[src/wpm_pkg.sv]
`timescale 1ns / 1ps

package wpm_pkg;

    // Word and pattern limits.
    localparam int WORD_MAX = 32;
    localparam int PAT_MAX  = 32;
    localparam int CNT_W    = $clog2(WORD_MAX + 1);
    localparam int LEN_W    = 6;
    localparam int DEL_W    = 5;

    // Configuration port.
    localparam int CFG_ADDR_W = 3;
    localparam int CFG_DATA_W = 64;

    localparam logic [CFG_ADDR_W-1:0] REG_PAT_LO     = 3'd0;
    localparam logic [CFG_ADDR_W-1:0] REG_PAT_MID_LO = 3'd1;
    localparam logic [CFG_ADDR_W-1:0] REG_PAT_MID_HI = 3'd2;
    localparam logic [CFG_ADDR_W-1:0] REG_PAT_HI     = 3'd3;
    localparam logic [CFG_ADDR_W-1:0] REG_PAT_LEN    = 3'd4;
    localparam logic [CFG_ADDR_W-1:0] REG_MODE       = 3'd5;
    localparam logic [CFG_ADDR_W-1:0] REG_DEL_COUNT  = 3'd6;

    localparam logic MODE_SUBSTRING = 1'b0;
    localparam logic MODE_SIMILAR   = 1'b1;

    // Delimiter characters.
    localparam logic [7:0] CHAR_NUL = 8'h00;
    localparam logic [7:0] CHAR_TAB = 8'h09;
    localparam logic [7:0] CHAR_LF  = 8'h0A;
    localparam logic [7:0] CHAR_CR  = 8'h0D;
    localparam logic [7:0] CHAR_SP  = 8'h20;

    // Decoded configuration handed to the cell row and the word logic.
    typedef struct packed {
        logic [PAT_MAX-1:0][7:0] pat_chars;
        logic [LEN_W-1:0]        plen;
        logic                    mode;
        logic [DEL_W-1:0]        del_count;
        logic [PAT_MAX-1:0]      active;
        logic [PAT_MAX-1:0]      last;
        logic [PAT_MAX-1:0]      at_len;
    } t_cfg;

    // Per-beat control shared by all cells.
    typedef struct packed {
        logic step;
        logic clear;
    } t_cell_ctl;

endpackage

[src/word_pattern_matcher_core.sv]
`timescale 1ns / 1ps
// Word pattern matcher.
// The slave channel takes one text byte per beat (tdata[7:0] = text_byte).
// Space, tab, CR, LF and NUL end a word; LF and NUL also end the line.
// When a non-empty word ends, one beat leaves on the master channel with
// tdata = {word_overflow, word_length[5:0], word_matched} and tlast set when
// the line ended. Bytes that do not end a word, and delimiters after an
// empty word, give no beat.
// Throughput is one byte per cycle unless a stalled result holds tready low:
// a row of 32 cells updates the shift-and vector and the one-hot subsequence
// pointer in the cycle the byte arrives. The result beat leaves from the
// output register in the cycle after the delimiter beat.
// When the receiver stalls, the result stays in the output register and the
// slave side holds tready low until that result has been taken.
// The configuration channel writes one register per beat and is always
// ready; write it only while no text is in flight.
// Reset (synchronous, active low) loads the default configuration, clears
// the word state and empties the output register.
module word_pattern_matcher_core
    import wpm_pkg::*;
(
    input  logic                  i_clk,
    input  logic                  i_rst_n,
    // Configuration write channel.
    input  logic                  i_cfg_valid,
    output logic                  o_cfg_ready,
    input  logic [CFG_ADDR_W-1:0] i_cfg_addr,
    input  logic [CFG_DATA_W-1:0] i_cfg_data,
    // Text stream. tdata: [7:0] text_byte.
    input  logic                  s_axis_tvalid,
    output logic                  s_axis_tready,
    input  logic [7:0]            s_axis_tdata,
    // Result stream. tdata: [0] word_matched, [6:1] word_length,
    // [7] word_overflow. tlast: line_ended.
    output logic                  m_axis_tvalid,
    input  logic                  m_axis_tready,
    output logic [7:0]            m_axis_tdata,
    output logic                  m_axis_tlast
);

    t_cfg               cfg;
    t_cell_ctl          ctl;
    logic [PAT_MAX-1:0] hit_vec;
    logic [PAT_MAX-1:0] adv_vec;
    logic [PAT_MAX-1:0] last_hit_vec;
    logic [PAT_MAX-1:0] at_len_vec;

    logic [CNT_W-1:0]   r_chars;
    logic               r_too_long;
    logic               r_found;
    logic               r_ptr_end;

    logic               r_out_valid;
    logic               r_out_match;
    logic [LEN_W-1:0]   r_out_len;
    logic               r_out_ovf;
    logic               r_out_last;

    logic               accept;
    logic               line_end;
    logic               delim;
    logic               full;
    logic               emit;
    logic               at_plen;
    logic [LEN_W:0]     plen_plus_del;
    logic               matched;

    wpm_cfg_regs u_cfg (
        .i_clk       (i_clk),
        .i_rst_n     (i_rst_n),
        .i_cfg_valid (i_cfg_valid),
        .o_cfg_ready (o_cfg_ready),
        .i_cfg_addr  (i_cfg_addr),
        .i_cfg_data  (i_cfg_data),
        .o_cfg       (cfg)
    );

    // Beat classification.
    assign s_axis_tready = !r_out_valid || m_axis_tready;
    assign accept        = s_axis_tvalid && s_axis_tready;
    assign line_end      = (s_axis_tdata == CHAR_LF) || (s_axis_tdata == CHAR_NUL);
    assign delim         = line_end || (s_axis_tdata == CHAR_SP) ||
                           (s_axis_tdata == CHAR_TAB) || (s_axis_tdata == CHAR_CR);
    assign full          = (r_chars >= CNT_W'(WORD_MAX));
    assign emit          = accept && delim && ((r_chars != '0) || r_too_long);

    assign ctl.step  = accept && !delim && !full;
    assign ctl.clear = accept && delim;

    // Row of matching cells.
    for (genvar g = 0; g < PAT_MAX; g++) begin : g_cell
        wpm_cell u_cell (
            .i_clk      (i_clk),
            .i_rst_n    (i_rst_n),
            .i_ctl      (ctl),
            .i_char     (s_axis_tdata),
            .i_pat_char (cfg.pat_chars[g]),
            .i_active   (cfg.active[g]),
            .i_last     (cfg.last[g]),
            .i_at_len   (cfg.at_len[g]),
            .i_home     ((g == 0) ? 1'b1 : 1'b0),
            .i_hit_left ((g == 0) ? 1'b1 : hit_vec[(g == 0) ? 0 : g-1]),
            .i_adv_left ((g == 0) ? 1'b0 : adv_vec[(g == 0) ? 0 : g-1]),
            .o_hit      (hit_vec[g]),
            .o_adv      (adv_vec[g]),
            .o_last_hit (last_hit_vec[g]),
            .o_at_len   (at_len_vec[g])
        );
    end

    // Word state: length count, overflow flag, substring flag, pointer end slot.
    always_ff @(posedge i_clk) begin
        if (!i_rst_n || ctl.clear) begin
            r_chars    <= '0;
            r_too_long <= 1'b0;
            r_found    <= 1'b0;
            r_ptr_end  <= 1'b0;
        end else if (ctl.step) begin
            r_chars <= r_chars + CNT_W'(1);
            if (|last_hit_vec) begin
                r_found <= 1'b1;
            end
            if (adv_vec[PAT_MAX-1]) begin
                r_ptr_end <= 1'b1;
            end
        end else if (accept && !delim) begin
            r_too_long <= 1'b1;
        end
    end

    // Word verdict at the delimiter.
    assign at_plen       = (|at_len_vec) || (r_ptr_end && (cfg.plen == LEN_W'(PAT_MAX)));
    assign plen_plus_del = {1'b0, cfg.plen} + (LEN_W + 1)'(cfg.del_count);

    always_comb begin
        matched = 1'b0;
        if (!r_too_long) begin
            if (cfg.mode == MODE_SUBSTRING) begin
                matched = r_found;
            end else begin
                matched = at_plen &&
                          (((LEN_W + 1)'(r_chars) == (LEN_W + 1)'(cfg.plen)) ||
                           ((LEN_W + 1)'(r_chars) == plen_plus_del));
            end
        end
    end

    // Output register.
    always_ff @(posedge i_clk) begin
        if (!i_rst_n) begin
            r_out_valid <= 1'b0;
        end else if (emit) begin
            r_out_valid <= 1'b1;
        end else if (m_axis_tready) begin
            r_out_valid <= 1'b0;
        end
    end

    always_ff @(posedge i_clk) begin
        if (emit) begin
            r_out_match <= matched;
            r_out_len   <= LEN_W'(r_chars);
            r_out_ovf   <= r_too_long;
            r_out_last  <= line_end;
        end
    end

    assign m_axis_tvalid = r_out_valid;
    assign m_axis_tdata  = {r_out_ovf, r_out_len, r_out_match};
    assign m_axis_tlast  = r_out_last;

`ifndef SYNTHESIS
    // A stalled result beat stays valid and unchanged.
    a_out_hold: assert property (@(posedge i_clk) disable iff (!i_rst_n)
        (m_axis_tvalid && !m_axis_tready) |=>
        (m_axis_tvalid && $stable(m_axis_tdata) && $stable(m_axis_tlast)))
        else $error("stalled result beat changed");
    // The character count never passes the word limit.
    a_chars_bound: assert property (@(posedge i_clk) disable iff (!i_rst_n)
        r_chars <= CNT_W'(WORD_MAX))
        else $error("word length count passed the limit");
    // An overlong word has the full count.
    a_too_long_full: assert property (@(posedge i_clk) disable iff (!i_rst_n)
        r_too_long |-> (r_chars == CNT_W'(WORD_MAX)))
        else $error("overflow flag without a full word");
    // An overflowed word never reports a match.
    a_ovf_no_match: assert property (@(posedge i_clk) disable iff (!i_rst_n)
        (m_axis_tvalid && r_out_ovf) |-> !r_out_match)
        else $error("overflowed word reported a match");
    // A result is only produced for a delimiter beat after a non-empty word.
    a_emit_nonempty: assert property (@(posedge i_clk) disable iff (!i_rst_n)
        emit |=> (m_axis_tvalid && ((r_out_len != '0) || r_out_ovf)))
        else $error("result beat for an empty word");
`endif

endmodule

[src/wpm_cfg_regs.sv]
`timescale 1ns / 1ps

module wpm_cfg_regs
    import wpm_pkg::*;
(
    input  logic                  i_clk,
    input  logic                  i_rst_n,
    input  logic                  i_cfg_valid,
    output logic                  o_cfg_ready,
    input  logic [CFG_ADDR_W-1:0] i_cfg_addr,
    input  logic [CFG_DATA_W-1:0] i_cfg_data,
    output t_cfg                  o_cfg
);

    logic [3:0][CFG_DATA_W-1:0] r_pat;
    logic [LEN_W-1:0]           r_plen_raw;
    logic                       r_mode;
    logic [DEL_W-1:0]           r_del;
    logic [LEN_W-1:0]           plen_eff;

    assign o_cfg_ready = 1'b1;

    // Register writes.
    always_ff @(posedge i_clk) begin
        if (!i_rst_n) begin
            r_pat      <= '0;
            r_plen_raw <= LEN_W'(1);
            r_mode     <= MODE_SUBSTRING;
            r_del      <= DEL_W'(1);
        end else if (i_cfg_valid) begin
            unique case (i_cfg_addr)
                REG_PAT_LO:     r_pat[0]   <= i_cfg_data;
                REG_PAT_MID_LO: r_pat[1]   <= i_cfg_data;
                REG_PAT_MID_HI: r_pat[2]   <= i_cfg_data;
                REG_PAT_HI:     r_pat[3]   <= i_cfg_data;
                REG_PAT_LEN:    r_plen_raw <= i_cfg_data[LEN_W-1:0];
                REG_MODE:       r_mode     <= i_cfg_data[0];
                REG_DEL_COUNT:  r_del      <= i_cfg_data[DEL_W-1:0];
                default: ;
            endcase
        end
    end

    // A length of zero acts as one, anything above the pattern size as full size.
    always_comb begin
        if (r_plen_raw == '0) begin
            plen_eff = LEN_W'(1);
        end else if (r_plen_raw > LEN_W'(PAT_MAX)) begin
            plen_eff = LEN_W'(PAT_MAX);
        end else begin
            plen_eff = r_plen_raw;
        end
    end

    // Per-position decodes of the pattern length.
    always_comb begin
        o_cfg.pat_chars = r_pat;
        o_cfg.plen      = plen_eff;
        o_cfg.mode      = r_mode;
        o_cfg.del_count = r_del;
        for (int i = 0; i < PAT_MAX; i++) begin
            o_cfg.active[i] = LEN_W'(i) < plen_eff;
            o_cfg.last[i]   = (LEN_W'(i + 1) == plen_eff);
            o_cfg.at_len[i] = (LEN_W'(i) == plen_eff);
        end
    end

endmodule

[src/wpm_cell.sv]
`timescale 1ns / 1ps

module wpm_cell
    import wpm_pkg::*;
(
    input  logic       i_clk,
    input  logic       i_rst_n,
    input  t_cell_ctl  i_ctl,
    input  logic [7:0] i_char,
    input  logic [7:0] i_pat_char,
    input  logic       i_active,
    input  logic       i_last,
    input  logic       i_at_len,
    input  logic       i_home,
    input  logic       i_hit_left,
    input  logic       i_adv_left,
    output logic       o_hit,
    output logic       o_adv,
    output logic       o_last_hit,
    output logic       o_at_len
);

    logic r_hit;
    logic r_ptr;
    logic match;
    logic n_hit;
    logic n_ptr;

    // This cell holds one bit of the shift-and vector and one slot of the
    // one-hot subsequence pointer.
    assign match      = i_active && (i_char == i_pat_char);
    assign n_hit      = i_hit_left && match;
    assign o_adv      = r_ptr && match;
    assign n_ptr      = (r_ptr && !o_adv) || i_adv_left;
    assign o_hit      = r_hit;
    assign o_last_hit = n_hit && i_last;
    assign o_at_len   = r_ptr && i_at_len;

    always_ff @(posedge i_clk) begin
        if (!i_rst_n || i_ctl.clear) begin
            r_hit <= 1'b0;
            r_ptr <= i_home;
        end else if (i_ctl.step) begin
            r_hit <= n_hit;
            r_ptr <= n_ptr;
        end
    end

endmodule

[config.mk]
export PLATFORM = sky130hd
export DESIGN_NAME = word_pattern_matcher_core
export DESIGN_NICKNAME = d
export VERILOG_FILES = /design/src/wpm_pkg.sv /design/src/word_pattern_matcher_core.sv /design/src/wpm_cfg_regs.sv /design/src/wpm_cell.sv
export SDC_FILE = /design/constraint.sdc
export NUM_CORES = 1
export LEC_CHECK = 0
export BUFFER_PORTS_ARGS = -buffer_cell sky130_fd_sc_hd__buf_4
export CAP_MARGIN = 25
export CORE_ASPECT_RATIO = 0.75
export CORE_MARGIN = 2
export CORE_UTILIZATION = 55
export DETAILED_ROUTE_END_ITERATION = 12
export PLACE_DENSITY_LB_ADDON = 0.1
export SLEW_MARGIN = 15
export SYNTH_ARGS = -nofsm -noshare
export SYNTH_HDL_FRONTEND = slang
export SYNTH_HIERARCHICAL = 1
export SYNTH_SLANG_ARGS = --single-unit
[constraint.sdc]
create_clock -name i_clk -period 6.85 [get_ports i_clk]
set_input_delay 0.685 -clock i_clk [delete_from_list [all_inputs] [get_ports i_clk]]
set_output_delay 0.685 -clock i_clk [all_outputs]
set_load 0.03 [all_outputs]
### Word level (Yosys, flattened, before mapping)

Index checks and enable logic that the tools add are counted.
W data, S select, Z words.

| cells by class | value |
|---|---|
| reduce and logical (&&, ||, !) cells | 292 |
| $lt $le $gt $ge | 34 |
| $add $sub $neg | 2 |
| eq/ne operators | 77 |
| bitwise logic cells | 1 |
| multiplexer cells | 5 |

Operators with widths:

| kind | number |
|---|---|
| $eq A8 B8 Y1 | 32 |
| $logic_and A1 B1 Y1 | 198 |
| $eq A5 B6 Y1 const A | 16 |
| $lt A5 B6 Y1 const A | 16 |
| $reduce_or A32 Y1 | 2 |
| $eq A4 B6 Y1 const A | 8 |
| $lt A4 B6 Y1 const A | 8 |
| $logic_or A1 B1 Y1 | 40 |
| $logic_not A1 Y1 | 36 |
| $eq A3 B6 Y1 const A | 4 |
| $eq A8 B4 Y1 const B | 3 |
| $lt A3 B6 Y1 const A | 4 |
| $reduce_and A2 Y1 | 10 |
| $eq A2 B6 Y1 const A | 2 |
| $logic_not A6 Y1 | 2 |
| $lt A1 B6 Y1 const A | 2 |
| $lt A2 B6 Y1 const A | 2 |
| $mux W6 | 2 |
| $eq A3 B3 Y1 const B | 3 |
| $eq A8 B6 Y1 const B | 1 |
| $logic_not A8 Y1 | 1 |
| $add A6 B5 Y7 | 1 |
| $eq A6 B7 Y1 | 1 |
| $add A6 B1 Y6 const B | 1 |
| 13 further kinds | 16 |

| storage, ports and cells | value |
|---|---|
| logic and storage cells | 490 |
| register bits after elaboration | 350 |
| output and inout port bits | 12 |

### Longest topological paths before layout

| depth | value |
|---|---|
| depth in word-level cells | 10 |
| gate-level depth with buffers | 12 |

### By module

The synthesis kept the hierarchy.

Modules (own cells, without submodules):

| module | area an instance (sq um) | instances | seq. area each (sq um) | cells an instance |
|---|---|---|---|---|
| wpm_cfg_regs | 10581.4 | 1 | 5365.1 | 1095 |
| wpm_cell | 226.5 | 32 | 50.0 | 25 |
| word_pattern_matcher_core | 1356.3 | 1 | 470.5 | 141 |

### Worst setup path after synthesis

No wires, ideal clock.

| timing path | value |
|---|---|
| kind | input-to-reg |
| from | input port s_axis_tdata[3] |
| to | register g_cell[0].u_cell.r_hit |
| slack | 3747 ps |
| required time | 6734 ps |
| stages | 6 |
| arrival time | 2986 ps |
| path through | nor2b_1 a2111oi_2 o21a_4 nor3_4 and3b_1 a41o_1 |

RTL lines:

| element | line | source |
|---|---|---|
| start: declaration | word_pattern_matcher_core.sv:32 | `input logic [7:0] s_axis_tdata,` |
| end signal: assignment | wpm_cell.sv:44 | `r_hit <= n_hit;` |
| end: declaration | wpm_cell.sv:23 | `logic r_hit;` |

==> impl_metrics.csv <==
group,metric,value,unit
placement,finalWeightedCongestion,0.840,
sta,final_critical_path_setup_slack,3.16,ns
clock_tree,cts.sink_count,350,
floorplan,std_cell_rows,59,
synthesis,synth.cell_area,19100,um^2
placement,cell_count_post_placement,2499,
layout,layout-drive-gt1-share,0.115,
route,routed_wire_length_per_instance,19.6,um
route,final_antenna_net_count,0,
layout,combined_area_of_the_multi_input_logic_cells,11000,um^2
placement,buffer_ports.inserted,90,
power,power.clock.fraction,0.429,
sta,rsz0062_at_grt,"false",
power,finalPower,0.00465,W
layout,fillers,2976,
route,detailroute.via_count,14500,
layout,finish.net_count,2169,
layout,final_cell_mix,"sky130_fd_sc_hd__nand2_1 (372), sky130_fd_sc_hd__dfxtp_1 (309), sky130_fd_sc_hd__mux2i_1 (269)",
power,seqPwrFrac,0.468,
floorplan,initial_core_utilization,0.555,
layout,antenna_cells,0,
sta,setup_tns,0,ns
placement,dp_worst_setup_slack,3.16,ns
sta,finalHoldViolCount,0,
global_routing,first_pass_grt_wire_length,79000,um
sta,finalCriticalPeriod,3.69,ns
clock_tree,clockBufferDepth,3,
sta,worst_clock_skew,0.0114,ns
clock_tree,cts_buffers,37,
clock_tree,clock_insertion_delay_worst_skew,0.54,ns
worst_setup_path,worstPathMaxFanout,22,
route,drc,0,
sta,finalCritPeriodShare,0.539,
floorplan,io_pins,92,
clock_tree,ctsRootBufferMaster,"sky130_fd_sc_hd__clkbuf_16",
layout,layout.cells.most_common,"sky130_fd_sc_hd__nand2_1",
power,comb_power_share,0.103,
floorplan,dieWidth,219,um
route,finalWirelength,50200,um
run_status,status,"complete, no violations",
sta,relSlewSlack,0.301,
worst_setup_path,cp.required,7.27,ns
route,post_drt_via_cell_ratio,5.63,
floorplan,chipHeight,166,um
layout,finish.instance_area,21100,um^2
worst_setup_path,timing.setup.critical_path_class,"flop to flop",
floorplan,floorplan.die_area,36300,um^2
layout,instances_no_fill,2566,
worst_setup_path,arrival,4.11,ns
clock_tree,clock_transition_at_the_register_clock_pins_on_the_worst_setup_and_hold_paths_after_cts,0.06,ns
sta,timing.fmax,271,MHz
clock_tree,postCtsSetupRepairBufs,0,
global_routing,maximum_number_of_pins_on_one_net_before_global_route_repair,133,
job,timing.max_cap.violations,0,
clock_tree,count_of_hold_buffers_inserted_by_post_cts_repair,0,
worst_setup_path,crit_path_frequent_cell,"sky130_fd_sc_hd__nand4_1",
power,p_sw,0.00119,W
layout,area_growth,10.4,%
worst_setup_path,cp_cell_sequence,"nor3_1, o21ai_0, nand4_1, nor4_4, and3_1, nor4_1, nand4_1, or4_1, o22ai_1, nor2_1",
global_routing,globalRouteOverflowTotal,0,
global_routing,grt_antenna_before_repair,1,
synthesis,synth-warning-count,6,
worst_setup_path,critPathSlowestCell,"sky130_fd_sc_hd__nor3_1",
placement,half_perimeter_wire_length_after_placement,33900,um
sta,timing_max_transition_violations_final,0,
power,vdd_ir_drop_max,223,uV
clock_tree,cts-resized-gates,0,
power,cellLeakagePower,9.74,nW
hold_path,type_of_the_worst_min_delay_path,"input pin to flop",
placement,detailed_place.area,20000,um^2
sta,timing_worst_slew_pin_value,1.05,ns
worst_setup_path,crit_path_end_kind,"flop",
power,intPower,0.00346,W
clock_tree,cts_tree,"built",
route,firstDrtPassIters,5,
route,detail_route.iter0.violations,1116,
power,power-per-cell-area,220,nW/um^2
global_routing,first_global_vias,14100,
clock_tree,cts-htree-levels,2,
floorplan,core-area,34500,um^2
synthesis,post_synth_inst_count,2033,
worst_setup_path,critPathMaxStageDelay,0.90,ns
global_routing,global_route.usage.total,0.280,
power,swShare,0.255,
synthesis,avgSynthCellArea,9.42,um^2
layout,area.sequential,7420,um^2
sta,finalSetupViolCount,0,
worst_setup_path,startpoint_type,"flop",
==> power groups by stage <==
stage / logic (W) / clock network [W] / registers, W
6_report: 0.000477 / 0.00200 / 0.00218
5_1_grt: 0.000520 / 0.00210 / 0.00218
4_1_cts: 0.000475 / 0.00202 / 0.00218
3_5_place_dp: 0.000473 / 0 / 0.00222
3_3_place_gp: 0.000462 / 0 / 0.00222
2_1_floorplan: 0.000326 / 0 / 0.00221
==> worst max-delay path: cells and delay by family, from the launching register on <==
family	cells	cell delay, ns
flip-flops	1	0.55
AND/OR/NAND/NOR	8	2.57
AO/OA/AOI/OAI	2	0.47
==> per-stage QoR <==
step | hold WS, ns | utilization
after global placement | 0.457 | 0.579
after CTS | 0.440 | 0.613
final | 0.449 | 0.613
after floorplan | 0.403 | -
after global routing | 0.460 | 0.613
after detailed placement | 0.463 | 0.579
==> registers in the layout (all words and copies together) (netlist names), 5 cells and up <==
| name | cells |
|---|---|
| u_cfg/o_cfg | 256 |
| g_cell.u_cell/r_ptr | 32 |
| g_cell.u_cell/o_hit | 31 |
| r_chars | 6 |
| r_out_len | 6 |
| u_cfg/r_plen_raw | 6 |
| u_cfg/r_del | 5 |
==> cell type report <==
type | count | share of cell area
Clock buffer | 53 | 0.0495
Clock inverter | 14 | 0.00622
Inverter | 49 | 0.00870
Multi-Input combinational cell | 1542 | 0.521
Sequential cell | 350 | 0.351
Tap cell | 457 | 0.0271
Timing Repair Buffer | 101 | 0.0362
==> path summary, 6_finish.rpt <==
kind / endpoint / slack (ns) / cells after the start / start
worst max-delay path: r_found$_SDFFE_PP0P_ / 3.16 / 10 / u_cfg/r_plen_raw[3]$_SDFFE_PN0P_
worst min-delay path: u_cfg/r_plen_raw[0]$_SDFFE_PN1P_ / 0.45 / 3 / i_cfg_data[0]
worst max register to register: r_found$_SDFFE_PP0P_ / 3.16 / 10 / u_cfg/r_plen_raw[3]$_SDFFE_PN0P_
worst min register to register: u_cfg/r_del[2]$_SDFFE_PN0P_ / 0.47 / 2 / u_cfg/r_del[2]$_SDFFE_PN0P_
==> metal layers <==
metal	up-vias	global-route usage	share of wire
li1	6970	-	-
met1	7028	0.396	0.47
met2	377	0.444	0.44
met3	73	0.0427	0.060
met4	2	0.0740	0.023
met5	-	0	0.00026
Note: power is estimated with default switching activity, not from simulation.
